===== config.mk =====
export PLATFORM = sky130hd
export DESIGN_NAME = color_gradient_lut_interpolator_core_flat
export DESIGN_NICKNAME = d
export VERILOG_FILES = /design/src/design/cglut_pkg.sv /design/src/design/cglut_in_if.sv /design/src/design/cglut_out_if.sv /design/src/design/cglut_div.sv /design/src/design/cglut_ctrl.sv /design/src/design/cglut_datapath.sv /design/src/design/color_gradient_lut_interpolator_core.sv /design/src/flat_wrapper.sv
export SDC_FILE = /design/constraint.sdc
export NUM_CORES = 2
export LEC_CHECK = 0
export CAP_MARGIN = 20
export CORE_UTILIZATION = 40
export DETAILED_ROUTE_END_ITERATION = 8
export DONT_BUFFER_PORTS = 1
export PLACE_DENSITY_LB_ADDON = 0.3
export SYNTH_ARGS = -nofsm -noshare
export SYNTH_HDL_FRONTEND = slang
export SYNTH_HIERARCHICAL = 1
export SYNTH_SLANG_ARGS = --single-unit
export TNS_END_PERCENT = 5

===== constraint.sdc =====
create_clock -name clk -period 24.4 [get_ports clk]
set_clock_uncertainty 0.05 [all_clocks]
set_input_delay 2.44 -clock clk [delete_from_list [all_inputs] [get_ports clk]]
set_output_delay 2.44 -clock clk [all_outputs]
set_load 0.01 [all_outputs]

===== src/design/cglut_pkg.sv =====
`timescale 1ns / 1ps
`default_nettype none
// ----------------------------------------------------------------------------
// cglut_pkg: shared definitions for the color gradient lookup table
// Table geometry, field widths, request modes and the controller/datapath
// command and status bundles.
// ----------------------------------------------------------------------------
package cglut_pkg;

  // Table geometry.
  localparam int MAX_KEY     = 100;
  localparam int TABLE_DEPTH = MAX_KEY + 1;
  localparam int KEY_W       = $clog2(TABLE_DEPTH);

  // Field widths.
  localparam int KEY_IN_W = 32;
  localparam int COLOR_W  = 32;
  localparam int CHAN_W   = 8;
  localparam int NUM_W    = CHAN_W + KEY_W;
  localparam int STEP_W   = $clog2(CHAN_W);

  // Alpha byte of an interpolated entry.
  localparam logic [CHAN_W-1:0] FILL_ALPHA = '1;

  typedef logic [KEY_W-1:0] key_idx_t;

  // Request modes.
  typedef enum logic [1:0] {
    MODE_FIRST  = 2'd0,
    MODE_NEXT   = 2'd1,
    MODE_LOOKUP = 2'd2
  } mode_t;

  // Commands from the controller to the datapath.
  typedef struct packed {
    logic capture;       // latch the accepted request
    logic read_en;       // read the table at the request key
    logic load_out;      // load the response register
    logic write_anchor;  // store the anchor, set up the fill
    logic load_div;      // load the channel dividers for the current entry
    logic div_step;      // one quotient bit in each divider
    logic write_fill;    // store the interpolated entry, advance the index
  } cglut_cmd_t;

  // Status from the datapath to the controller.
  typedef struct packed {
    logic [1:0] item_mode;
    logic       item_in_range;
    logic       fill_needed;
    logic       fill_last;
    logic       out_free;
  } cglut_status_t;

endpackage
`default_nettype wire


===== src/design/cglut_in_if.sv =====
`timescale 1ns / 1ps
`default_nettype none
// ----------------------------------------------------------------------------
// cglut_in_if: request channel of the color gradient lookup table
// Valid/ready handshake carrying mode, key and anchor color.
// ----------------------------------------------------------------------------
interface cglut_in_if;
  import cglut_pkg::*;

  logic                       valid;
  logic                       ready;
  logic [1:0]                 mode;
  logic signed [KEY_IN_W-1:0] key;
  logic [COLOR_W-1:0]         anchor_color;

  modport source (output valid, mode, key, anchor_color, input ready);
  modport sink   (input valid, mode, key, anchor_color, output ready);
endinterface
`default_nettype wire


===== src/design/cglut_out_if.sv =====
`timescale 1ns / 1ps
`default_nettype none
// ----------------------------------------------------------------------------
// cglut_out_if: response channel of the color gradient lookup table
// Valid/ready handshake carrying the looked-up color and the found flag.
// ----------------------------------------------------------------------------
interface cglut_out_if;
  import cglut_pkg::*;

  logic               valid;
  logic               ready;
  logic [COLOR_W-1:0] color_out;
  logic               found;

  modport source (output valid, color_out, found, input ready);
  modport sink   (input valid, color_out, found, output ready);
endinterface
`default_nettype wire


===== src/design/cglut_div.sv =====
`timescale 1ns / 1ps
`default_nettype none
// ----------------------------------------------------------------------------
// cglut_div: restoring divider for one color channel
// Produces one quotient bit per step. The numerator is below 2^CHAN_W times
// the divisor, so CHAN_W steps give the full quotient.
// ----------------------------------------------------------------------------
module cglut_div
  import cglut_pkg::*;
(
  input  wire logic             clk,
  input  wire logic             load,
  input  wire logic             step,
  input  wire logic [NUM_W-1:0] num,
  input  wire logic [KEY_W-1:0] den,
  output logic [CHAN_W-1:0]     quot
);

  logic [KEY_W-1:0]  rem;
  logic [CHAN_W-1:0] low;
  logic [KEY_W:0]    partial;
  logic              ge;

  // Trial subtraction of the divisor from the shifted remainder.
  assign partial = {rem, low[CHAN_W-1]};
  assign ge      = (partial >= {1'b0, den});

  // Remainder, pending numerator bits and quotient.
  always_ff @(posedge clk) begin
    if (load) begin
      rem  <= num[NUM_W-1:CHAN_W];
      low  <= num[CHAN_W-1:0];
      quot <= '0;
    end else if (step) begin
      rem  <= ge ? KEY_W'(partial - {1'b0, den}) : partial[KEY_W-1:0];
      low  <= {low[CHAN_W-2:0], 1'b0};
      quot <= {quot[CHAN_W-2:0], ge};
    end
  end

endmodule
`default_nettype wire


===== src/design/cglut_ctrl.sv =====
`timescale 1ns / 1ps
`default_nettype none
// ----------------------------------------------------------------------------
// cglut_ctrl: controller of the color gradient lookup table
// Sequences request decode, table lookups, anchor writes and the per-entry
// interpolation loop.
// ----------------------------------------------------------------------------
module cglut_ctrl
  import cglut_pkg::*;
(
  input  wire logic          clk,
  input  wire logic          rst,
  input  wire logic          in_valid,
  output logic               in_ready,
  input  wire cglut_status_t status,
  output cglut_cmd_t         cmd
);

  typedef enum logic [2:0] {
    ST_IDLE,
    ST_DECODE,
    ST_RESPOND,
    ST_FILL_LOAD,
    ST_FILL_DIV,
    ST_FILL_WRITE
  } state_t;

  state_t            state;
  logic [STEP_W-1:0] step_cnt;

  logic is_anchor;
  logic is_lookup;

  assign is_anchor = (status.item_mode == MODE_FIRST) || (status.item_mode == MODE_NEXT);
  assign is_lookup = (status.item_mode == MODE_LOOKUP);

  // State register and division step counter.
  always_ff @(posedge clk) begin
    if (rst) begin
      state    <= ST_IDLE;
      step_cnt <= '0;
    end else begin
      unique case (state)
        ST_IDLE: begin
          if (in_valid) begin
            state <= ST_DECODE;
          end
        end
        ST_DECODE: begin
          if (is_lookup) begin
            state <= ST_RESPOND;
          end else if (is_anchor && status.item_in_range && status.fill_needed) begin
            state <= ST_FILL_LOAD;
          end else begin
            state <= ST_IDLE;
          end
        end
        ST_RESPOND: begin
          if (status.out_free) begin
            state <= ST_IDLE;
          end
        end
        ST_FILL_LOAD: begin
          step_cnt <= '0;
          state    <= ST_FILL_DIV;
        end
        ST_FILL_DIV: begin
          step_cnt <= step_cnt + 1'b1;
          if (step_cnt == STEP_W'(CHAN_W - 1)) begin
            state <= ST_FILL_WRITE;
          end
        end
        ST_FILL_WRITE: begin
          state <= status.fill_last ? ST_IDLE : ST_FILL_LOAD;
        end
        default: begin
          state <= ST_IDLE;
        end
      endcase
    end
  end

  // Commands decoded from the current state.
  assign in_ready = (state == ST_IDLE);

  always_comb begin
    cmd              = '0;
    cmd.capture      = (state == ST_IDLE) && in_valid;
    cmd.read_en      = (state == ST_DECODE) && is_lookup && status.item_in_range;
    cmd.write_anchor = (state == ST_DECODE) && is_anchor && status.item_in_range;
    cmd.load_out     = (state == ST_RESPOND) && status.out_free;
    cmd.load_div     = (state == ST_FILL_LOAD);
    cmd.div_step     = (state == ST_FILL_DIV);
    cmd.write_fill   = (state == ST_FILL_WRITE);
  end

endmodule
`default_nettype wire


===== src/design/cglut_datapath.sv =====
`timescale 1ns / 1ps
`default_nettype none
// ----------------------------------------------------------------------------
// cglut_datapath: table, anchor state and interpolation datapath
// Holds the color table with its per-entry valid bits, the previous anchor,
// the three channel dividers and the response register.
// ----------------------------------------------------------------------------
module cglut_datapath
  import cglut_pkg::*;
(
  input  wire logic                       clk,
  input  wire logic                       rst,
  input  wire cglut_cmd_t                 cmd,
  output cglut_status_t                   status,
  input  wire logic [1:0]                 in_mode,
  input  wire logic signed [KEY_IN_W-1:0] in_key,
  input  wire logic [COLOR_W-1:0]         in_color,
  output logic                            out_valid,
  input  wire logic                       out_ready,
  output logic [COLOR_W-1:0]              out_color,
  output logic                            out_found
);

  // Captured request.
  logic [1:0]         item_mode;
  key_idx_t           item_key;
  logic               item_in_range;
  logic [COLOR_W-1:0] item_color;

  // Anchor state.
  key_idx_t           prev_key;
  logic [COLOR_W-1:0] prev_color;

  // Fill state: the lower anchor and the entry being computed.
  key_idx_t           lo_key;
  logic [COLOR_W-1:0] start_color;
  key_idx_t           fill_idx;

  // Table storage.
  logic [COLOR_W-1:0]     mem [TABLE_DEPTH];
  logic [TABLE_DEPTH-1:0] entry_valid;
  logic [COLOR_W-1:0]     rd_data;
  logic                   rd_valid;
  logic                   wr_en;
  key_idx_t               wr_addr;
  logic [COLOR_W-1:0]     wr_data;

  logic key_in_range;
  logic [KEY_W:0] prev_key_inc;

  // Range check of the signed key; negative keys fail the upper-bit test.
  assign key_in_range = (in_key[KEY_IN_W-1:KEY_W] == '0) &&
                        (in_key[KEY_W-1:0] <= KEY_W'(MAX_KEY));

  // Request capture.
  always_ff @(posedge clk) begin
    if (cmd.capture) begin
      item_mode     <= in_mode;
      item_key      <= in_key[KEY_W-1:0];
      item_in_range <= key_in_range;
      item_color    <= in_color;
    end
  end

  // Previous anchor and fill setup.
  always_ff @(posedge clk) begin
    if (rst) begin
      prev_key   <= '0;
      prev_color <= '0;
    end else if (cmd.write_anchor) begin
      prev_key   <= item_key;
      prev_color <= item_color;
    end
  end

  always_ff @(posedge clk) begin
    if (cmd.write_anchor) begin
      lo_key      <= prev_key;
      start_color <= prev_color;
      fill_idx    <= prev_key + 1'b1;
    end else if (cmd.write_fill) begin
      fill_idx <= fill_idx + 1'b1;
    end
  end

  // Interpolation numerators for the current entry.
  key_idx_t         dist_lo;
  key_idx_t         dist_hi;
  key_idx_t         span;
  logic [NUM_W-1:0] num_r;
  logic [NUM_W-1:0] num_g;
  logic [NUM_W-1:0] num_b;
  logic [CHAN_W-1:0] quot_r;
  logic [CHAN_W-1:0] quot_g;
  logic [CHAN_W-1:0] quot_b;

  assign dist_lo = fill_idx - lo_key;
  assign dist_hi = item_key - fill_idx;
  assign span    = item_key - lo_key;

  assign num_r = NUM_W'(item_color[23:16]) * NUM_W'(dist_lo) +
                 NUM_W'(start_color[23:16]) * NUM_W'(dist_hi);
  assign num_g = NUM_W'(item_color[15:8]) * NUM_W'(dist_lo) +
                 NUM_W'(start_color[15:8]) * NUM_W'(dist_hi);
  assign num_b = NUM_W'(item_color[7:0]) * NUM_W'(dist_lo) +
                 NUM_W'(start_color[7:0]) * NUM_W'(dist_hi);

  cglut_div u_div_r (
    .clk  (clk),
    .load (cmd.load_div),
    .step (cmd.div_step),
    .num  (num_r),
    .den  (span),
    .quot (quot_r)
  );

  cglut_div u_div_g (
    .clk  (clk),
    .load (cmd.load_div),
    .step (cmd.div_step),
    .num  (num_g),
    .den  (span),
    .quot (quot_g)
  );

  cglut_div u_div_b (
    .clk  (clk),
    .load (cmd.load_div),
    .step (cmd.div_step),
    .num  (num_b),
    .den  (span),
    .quot (quot_b)
  );

  // Single write port shared by anchor and fill writes.
  assign wr_en   = cmd.write_anchor || cmd.write_fill;
  assign wr_addr = cmd.write_fill ? fill_idx : item_key;
  assign wr_data = cmd.write_fill ? {FILL_ALPHA, quot_r, quot_g, quot_b} : item_color;

  always_ff @(posedge clk) begin
    if (wr_en) begin
      mem[wr_addr] <= wr_data;
    end
  end

  // Entries never written read as zero.
  always_ff @(posedge clk) begin
    if (rst) begin
      entry_valid <= '0;
    end else if (wr_en) begin
      entry_valid[wr_addr] <= 1'b1;
    end
  end

  // Registered read port.
  always_ff @(posedge clk) begin
    if (cmd.read_en) begin
      rd_data  <= mem[item_key];
      rd_valid <= entry_valid[item_key];
    end
  end

  // Response register.
  always_ff @(posedge clk) begin
    if (rst) begin
      out_valid <= 1'b0;
    end else if (cmd.load_out) begin
      out_valid <= 1'b1;
    end else if (out_ready) begin
      out_valid <= 1'b0;
    end
  end

  always_ff @(posedge clk) begin
    if (cmd.load_out) begin
      out_color <= (item_in_range && rd_valid) ? rd_data : '0;
      out_found <= item_in_range;
    end
  end

  // Status toward the controller.
  assign prev_key_inc = {1'b0, prev_key} + 1'b1;

  always_comb begin
    status               = '0;
    status.item_mode     = item_mode;
    status.item_in_range = item_in_range;
    status.fill_needed   = (item_mode == MODE_NEXT) && ({1'b0, item_key} > prev_key_inc);
    status.fill_last     = ((fill_idx + 1'b1) == item_key);
    status.out_free      = !out_valid || out_ready;
  end

endmodule
`default_nettype wire


===== src/design/color_gradient_lut_interpolator_core.sv =====
`timescale 1ns / 1ps
`default_nettype none
// ----------------------------------------------------------------------------
// color_gradient_lut_interpolator_core: linear color gradient lookup table
// A lookup request passes through decode and a response state before its
// response is loaded, and a new request is accepted while that response waits
// to be taken. An anchor request is decoded and written; a next anchor that
// fills entries adds, for each entry, a load of the bit-serial channel
// dividers, eight divider steps and a write of the interpolated entry.
// The table reads as all zero right after reset, with no clearing pass.
// ----------------------------------------------------------------------------
module color_gradient_lut_interpolator_core
  import cglut_pkg::*;
(
  input  wire logic  clk,
  input  wire logic  rst,
  cglut_in_if.sink   item_in,
  cglut_out_if.source result_out
);

  cglut_cmd_t    cmd;
  cglut_status_t status;

  // Sequencing of requests and the fill loop.
  cglut_ctrl u_ctrl (
    .clk      (clk),
    .rst      (rst),
    .in_valid (item_in.valid),
    .in_ready (item_in.ready),
    .status   (status),
    .cmd      (cmd)
  );

  // Table, anchors, dividers and response register.
  cglut_datapath u_datapath (
    .clk       (clk),
    .rst       (rst),
    .cmd       (cmd),
    .status    (status),
    .in_mode   (item_in.mode),
    .in_key    (item_in.key),
    .in_color  (item_in.anchor_color),
    .out_valid (result_out.valid),
    .out_ready (result_out.ready),
    .out_color (result_out.color_out),
    .out_found (result_out.found)
  );

endmodule
`default_nettype wire

===== src/flat_wrapper.sv =====
// flat-port wrapper written by rule: the top's interface ports become plain ports
module color_gradient_lut_interpolator_core_flat import cglut_pkg::*;
  (clk, rst, item_in_valid, item_in_mode, item_in_key, item_in_anchor_color, item_in_ready, result_out_valid, result_out_color_out, result_out_found, result_out_ready);
  cglut_in_if item_in_i ();
  cglut_out_if result_out_i ();
  input  wire logic clk;
  input  wire logic rst;
  input wire logic [$bits(item_in_i.valid)-1:0] item_in_valid;
  input wire logic [$bits(item_in_i.mode)-1:0] item_in_mode;
  input wire logic [$bits(item_in_i.key)-1:0] item_in_key;
  input wire logic [$bits(item_in_i.anchor_color)-1:0] item_in_anchor_color;
  output wire logic [$bits(item_in_i.ready)-1:0] item_in_ready;
  output wire logic [$bits(result_out_i.valid)-1:0] result_out_valid;
  output wire logic [$bits(result_out_i.color_out)-1:0] result_out_color_out;
  output wire logic [$bits(result_out_i.found)-1:0] result_out_found;
  input wire logic [$bits(result_out_i.ready)-1:0] result_out_ready;
  assign item_in_i.valid = item_in_valid;
  assign item_in_i.mode = item_in_mode;
  assign item_in_i.key = item_in_key;
  assign item_in_i.anchor_color = item_in_anchor_color;
  assign item_in_ready = item_in_i.ready;
  assign result_out_valid = result_out_i.valid;
  assign result_out_color_out = result_out_i.color_out;
  assign result_out_found = result_out_i.found;
  assign result_out_i.ready = result_out_ready;
  color_gradient_lut_interpolator_core u_core (.clk(clk), .rst(rst), .item_in(item_in_i), .result_out(result_out_i));
endmodule

After elaboration in Yosys (flattened, before gate mapping)
Memories as Yosys holds them, arrays and structs flattened. A register that Yosys moved wholly into a read port is not among the register bits.
Cells that the tools add are included.
{"block": "word_totals", "register_bits": 322, "ram_bits": 3232, "input_bits": 70, "output_inout_bits": 35, "wordCells": 124, "n_memories": 1}
{"name": "u_core.u_datapath.mem", "words": 101, "word_bits": 32, "read_ports": 1, "rd_clocked_by_memory_dff": 1, "write_ports": 1, "line_no": "cglut_datapath.sv:40", "source": "logic [COLOR_W-1:0] mem [TABLE_DEPTH];"}
{"block": "classes", "n_addsub": 13, "n_mul": 6, "magnitude_cmp": 8, "eq_ne": 12, "muxes": 35, "n_bitwise": 1, "reduce_logical": 23}
{"op": "101-bit bitwise OR", "n": 1}
{"op": "8-bit by 7-bit multiplier with 15-bit output", "n": 6}
{"op": "7-bit two-way mux", "n": 12}
{"op": "8-bit two-way mux", "n": 6}
{"op": "15-bit adder", "n": 3}
{"op": "7-bit subtractor", "n": 6}
{"op": "32-bit two-way mux", "n": 1}
{"op": "25-bit logical NOT", "n": 1}
{"op": "8-bit by 7-bit greater-or-equal comparator with 1-bit output", "n": 3}
{"op": "3-bit one-hot mux with 6 select lines", "n": 1}
{"op": "7-bit by 8-bit less-than comparator with 1-bit output, second input constant", "n": 2}
{"op": "7-bit by 1-bit adder with 7-bit output, second input constant", "n": 2}
{"op": "1-bit logical AND", "n": 12}
{"op": "3-bit == test, second input constant", "n": 3}
{"op": "3-bit two-way mux", "n": 3}
{"op": "7-bit by 1-bit adder with 8-bit output, second input constant", "n": 1}
{"op": "7-bit by 8-bit greater-than comparator with 1-bit output", "n": 1}
{"op": "1-bit binary-select mux with 7-bit select", "n": 1}
{"op": "1-bit demux with 7-bit select", "n": 1}
{"op": "7-bit == test", "n": 1}
{"op": "7-bit by 1-bit greater-or-equal comparator with 1-bit output, second input constant", "n": 1}
{"op": "7-bit less-or-equal comparator, second input constant", "n": 1}
{"op": "3-bit by 2-bit == test with 1-bit output, second input constant", "n": 2}
{"op": "1-bit two-way mux", "n": 6}
{"op": "other kinds (14)", "n": 21}

Logic depth before layout (Yosys ltp)
{"block": "logic_depth", "word_depth": 7, "depth_mapped": 37, "mapped_depth_nobuf": 30}

By module
Netlist, hierarchy kept.
{"mod": "cglut_datapath", "instances": 1, "cells_each": 7578, "area_each_um2": 146319.1}
{"mod": "cglut_div", "instances": 3, "cells_each": 140, "area_each_um2": 1488.9}
{"mod": "cglut_ctrl", "instances": 1, "cells_each": 50, "area_each_um2": 427.9}

Worst setup path before layout
OpenSTA, ideal clock, no wires.
{"block": "synth_timing", "kind": "reg-to-reg", "start": "reg u_core.u_datapath.item_key[0]", "end": "reg u_core.u_datapath.u_div_r.rem[6] (data pin)", "setup_ns": 0.270, "t_arrival_ns": 7.855, "path_slack_ns": 16.225, "stages_incl_launch_ff": 37, "period_less_slack_ns": 8.175, "path_cell_list": "edfxtp_1 -> buf_6 -> buf_8 -> buf_6 -> buf_6 -> buf_6 -> buf_4 -> inv_1 -> ha_1 -> inv_1 -> fa_1 -> a21o_1 -> a21oi_1 -> o21bai_1 -> a21oi_1 -> xnor2_1 -> clkbuf_1 -> and2_1 -> fa_1 -> fa_1 -> fa_1 -> fa_1 -> fa_1 -> inv_1 -> fa_1 -> inv_1 -> ha_1 -> a211o_1 -> nor2_1 -> o21a_1 -> o21ai_0 -> a31oi_1 -> a21oi_1 -> xnor2_1 -> and2_1 -> a41oi_1 -> o31ai_2"}
{"block": "synth_between", "word_cells_on_any_way": 9, "classes_between": "add/sub: 4; mul: 1; order compare: 1; mux: 3"}
{"item": "start, declared", "line_no": "cglut_datapath.sv:26", "source": "key_idx_t item_key;"}
{"item": "start signal, assigned", "line_no": "cglut_datapath.sv:59", "source": "item_key <= in_key[KEY_W-1:0];"}
{"item": "7-bit subtractor", "line_no": "cglut_datapath.sv:98", "source": "assign dist_hi = item_key - fill_idx;"}
{"item": "8-bit by 7-bit multiplier with 15-bit output", "line_no": "cglut_datapath.sv:102", "source": "NUM_W'(start_color[23:16]) * NUM_W'(dist_hi);"}
{"item": "15-bit adder", "line_no": "cglut_datapath.sv:101", "source": "assign num_r = NUM_W'(item_color[23:16]) * NUM_W'(dist_lo) +"}
{"item": "named net u_core.u_datapath.num_r[14]", "line_no": "cglut_datapath.sv:90", "source": "logic [NUM_W-1:0] num_r;"}
{"item": "7-bit two-way mux", "line_no": "cglut_div.sv:30", "source": "if (load) begin"}
{"item": "end signal, assigned", "line_no": "cglut_div.sv:31", "source": "rem <= num[NUM_W-1:CHAN_W];"}
{"item": "end signal, assigned", "line_no": "cglut_div.sv:35", "source": "rem <= ge ? KEY_W'(partial - {1'b0, den}) : partial[KEY_W-1:0];"}
{"item": "end, declared", "line_no": "cglut_div.sv:19", "source": "logic [KEY_W-1:0] rem;"}
The timed path passes the listed nets, and every way through them passes these cells. The select of a mux whose other input is x is not followed.
A chain may end at the register's enable or synchronous reset.

Worst setup path after layout
{"block": "layout_timing", "start": "reg u_core.u_datapath.fill_idx[0]", "end": "reg u_core.u_datapath.u_div_r.rem[6] (data pin)"}
{"block": "layout_between", "elab_chain_len": 4, "word_cells_on_any_way": 6, "classes_between": "add/sub: 3; mul: 2; mux: 1"}
{"item": "start, declared", "line_no": "cglut_datapath.sv:37", "source": "key_idx_t fill_idx;"}
{"item": "start signal, assigned", "line_no": "cglut_datapath.sv:80", "source": "fill_idx <= prev_key + 1'b1;"}
{"item": "start signal, assigned", "line_no": "cglut_datapath.sv:82", "source": "fill_idx <= fill_idx + 1'b1;"}
{"item": "7-bit subtractor, on equally long branches", "line_no": "cglut_datapath.sv:97, cglut_datapath.sv:98"}
{"item": "8-bit by 7-bit multiplier with 15-bit output, on equally long branches", "line_no": "cglut_datapath.sv:101, cglut_datapath.sv:102"}
{"item": "15-bit adder (*)", "line_no": "cglut_datapath.sv:101"}
{"item": "named net u_core.u_datapath.num_r[14]", "line_no": "cglut_datapath.sv:90"}
{"item": "7-bit two-way mux (*)", "line_no": "cglut_div.sv:30"}
Mark *: on every way through the listed nets, which the timed path passes. The rest lies on a longest branch.

==> results.txt <==
Final hold vios -> 0
TritonCTS sink count -> 3586
Min cycle time layout -> 8.37 ns
Cell area after synthesis -> 0.151 mm²
Seq cells post-synth -> 3586
Largest net degree at the start of global routing -> 140
Clock slew at reported path FFs -> 0.06 ns
Vias/cell -> 5.91
ANT nets after route -> 0
H-tree levels -> 5
Max-cap violations -> 0
Final std cells w/o fill -> 13603
Iter 0 DRT Violations -> 10847
Relative slew slack -> 12.7%
DR vias -> 80332
FP Rows -> 225
Worst-path fanout max -> 24
Crit path arrival time -> 8.97 ns
Crit path largest cell delay -> 0.55 ns
CP dominant cell by count -> fa_1
Filler Cell Count -> 31546
Sequential cell area -> 0.106 mm²
WS Path Type -> reg -> reg
Total CTS buffers -> 372
Cell count after synthesis -> 8048
Clock network fraction of design power -> 34.4%
Cts hold-fix bufs -> 0
Initial antenna violation count -> 34
GP Congestion -> 0.858
Final setup margin -> 16.03 ns
Worst slew pin tran -> 1.30 ns
Post-synth top area cell -> edfxtp_1
Leakage power total -> 0.0562 µW
DP HPWL -> 253 mm
Final Max Tran Viols -> 0
Drt wl/cell -> 32.4 µm
Area Growth Syn to Fin -> 12.8%
Seq/Total Area, Yosys -> 70.1%
Total congestion overflow -> 0
Max Root-Sink Buffers -> 4
CTS tree -> done
Slowest-stage cell, CP -> fa_1
Initial core utilization -> 40.2%
First-pass GRT wire length -> 620 mm
Switching share of total power -> 28.9%
I/O pins -> 105
Placed Cells -> 12906
Internal power -> 11600 µW
Drc violations -> 0
Tcrit/Tclk final -> 34.3%
Flop pwr share -> 41.8%
Die Ht -> 617 µm
Root Buffer Master -> clkbuf_16
Final wirelength -> 441 mm
F_max -> 120 MHz
Post-synth top flop -> edfxtp_1
Status -> completed
Yosys cell types -> 87
Switching power -> 4730 µW
Vias in the first global route -> 81249
Syn. warnings -> 6
Area of the multi-input gates -> 0.0426 mm²
Worst slack at placement -> 16.06 ns
Final setup violation count -> 0
WP data required -> 25.00 ns
Mapped Nets -> 8591
Worst hold-check path type -> reg -> reg
Clk Latency, worst-skew pair -> 1.00 ns
Area contributors post-synth -> edfxtp_1, mux4_2, fa_1
Port Buffer Count -> 0
Post-synth top area share -> 68.0%
Die ar. -> 0.380 mm²
Avg Cell Area, Syn -> 18.8 µm²
RSZ-0062 raised after global routing -> no
Setup_tns -> 0 ns
Resize count post-CTS -> 0
Post-synth EDFFs -> 3423
GRT Util Overall -> 23.0%
Critical path endpoint category -> flop
Initial DRT Pass Iterations -> 5
Nets -> 8836
P per Cell Area -> 95.9 mW/mm²
Critical Path Start Type -> flop
Share of layout cells above drive strength 1 -> 22.4%
Post-CTS Setup Bufs -> 0
Combinational share of power -> 23.8%
Die W -> 617 µm
Synth async-reset ratio -> 0%
Core area -> 0.376 mm²
Peak supply drop -> 0.163 mV
synth_stat cells (72+ instances only):
library cell,n
and2_1,216
mux2i_1,185
inv_1,361
mux2_2,72
dfxtp_1,163
a21oi_1,115
clkbuf_1,152
edfxtp_1,3423
nand2_1,385
o21ai_0,78
nor2_1,480
buf_2,96
ha_1,227
mux4_2,854
fa_1,246
per-layer routing:
metal | vias up | routed length, µm | part of all wire [%] | GRT usage, %
met2 | 4155 | 212000 | 48 | 37.7
met5 | - | 76 | 0.017 | 0
met4 | 12 | 17000 | 3.9 | 7.93
li1 | 32236 | - | - | -
met1 | 43210 | 169000 | 38 | 30.8
met3 | 719 | 42600 | 9.7 | 4.33
sequential cells by signal (all words and copies together), names as in the netlist, 8 cells and up:
name	cells
u_core/u_datapath/u_div_b/low	8
u_core/u_datapath/u_div_g/low	8
u_core/u_datapath/out_color	32
u_core/u_datapath/rd_data	32
u_core/u_datapath/entry_valid	101
u_core/u_datapath/mem	3232
u_core/u_datapath/item_color	32
u_core/u_datapath/u_div_r/low	8
u_core/u_datapath/u_div_g/quot	8
u_core/u_datapath/u_div_r/quot	8
u_core/u_datapath/u_div_b/quot	8
u_core/u_datapath/start_color	24
u_core/u_datapath/prev_color	24
worst max-delay path, delay by kind of cell, from the launching register on:
| kind | cells | cell delay, ns |
|---|---|---|
| flops | 1 | 0.49 |
| xor+xnor | 2 | 0.21 |
| compound gates | 12 | 2.43 |
| simple gates | 2 | 0.28 |
| buf+inv | 6 | 0.65 |
| fa+ha+maj | 9 | 3.97 |
path summary, 6_finish.rpt:
kind	end	cells after the start	from	slack [ns]
max	u_core/u_datapath/u_div_r/rem[6]$_DFFE_PP_	31	u_core/u_datapath/fill_idx[0]$_DFFE_PN_	16.03
min	u_core/u_datapath/start_color[0]$_DFFE_PP_	0	u_core/u_datapath/prev_color[0]$_SDFFE_PP0P_	0.38
min reg2reg	u_core/u_datapath/start_color[0]$_DFFE_PP_	0	u_core/u_datapath/prev_color[0]$_SDFFE_PP0P_	0.38
max reg2reg	u_core/u_datapath/u_div_r/rem[6]$_DFFE_PP_	31	u_core/u_datapath/fill_idx[0]$_DFFE_PN_	16.03
final cells by class:
type	count	area share [%]
Timing Repair Buffer	271	1.33
Inverter	363	0.806
Clock inverter	212	1.20
Clock buffer	465	5.85
Multi-Input combinational cell	3699	25.0
Antenna cell	13	0.0191
Sequential cell	3586	62.2
Tap cell	4994	3.66
logic make-up (layout without fill, tap and decap cells):
logic type	after synthesis	after routing	share of synthesized area (%)
AND/OR/NAND/NOR	1416	1416	4.39
AO/OA/AOI/OAI	611	611	2.95
XOR/XNOR	88	88	0.510
flip-flops	3586	3586	70.1
other	0	13	0
adder cells (fa/ha/maj)	473	473	5.14
multiplexers	1111	1111	14.5
buffers and inverters	763	1311	2.41
through the flow:
step	util (%)	cell area [µm²]	hold WS, ns	total power (µW)
6_report	45.4	171000	0.377	16400
5_1_grt	45.4	171000	0.388	17100
4_1_cts	45.3	170000	0.375	16500
3_5_place_dp	42.1	158000	0.366	10900
3_3_place_gp	42.1	158000	0.362	10800
2_1_floorplan	-	151000	0.358	9820
layout by cell type (no fill, tap or decap), types with 70 or more instances in the layout:
| master | n |
|---|---|
| and2_1 | 216 |
| clkinv_1 | 82 |
| dfxtp_1 | 163 |
| mux4_2 | 854 |
| o21ai_0 | 73 |
| buf_4 | 251 |
| fa_1 | 246 |
| nor2_1 | 376 |
| nand2_1 | 385 |
| ha_1 | 227 |
| clkbuf_1 | 70 |
| nor2_4 | 103 |
| edfxtp_1 | 3423 |
| a21oi_1 | 115 |
| mux2i_1 | 185 |
| clkbuf_16 | 380 |
| inv_1 | 359 |
power groups by stage:
stage | Sequential (µW) | Clock (µW) | Combinational, µW
after floorplan | 6960 | 0 | 2860
after detailed placement | 6980 | 0 | 3880
final | 6850 | 5620 | 3890
after global placement | 6980 | 0 | 3860
after global routing | 6850 | 5920 | 4360
after CTS | 6850 | 5700 | 3930
(Power assumes the default switching activity.)
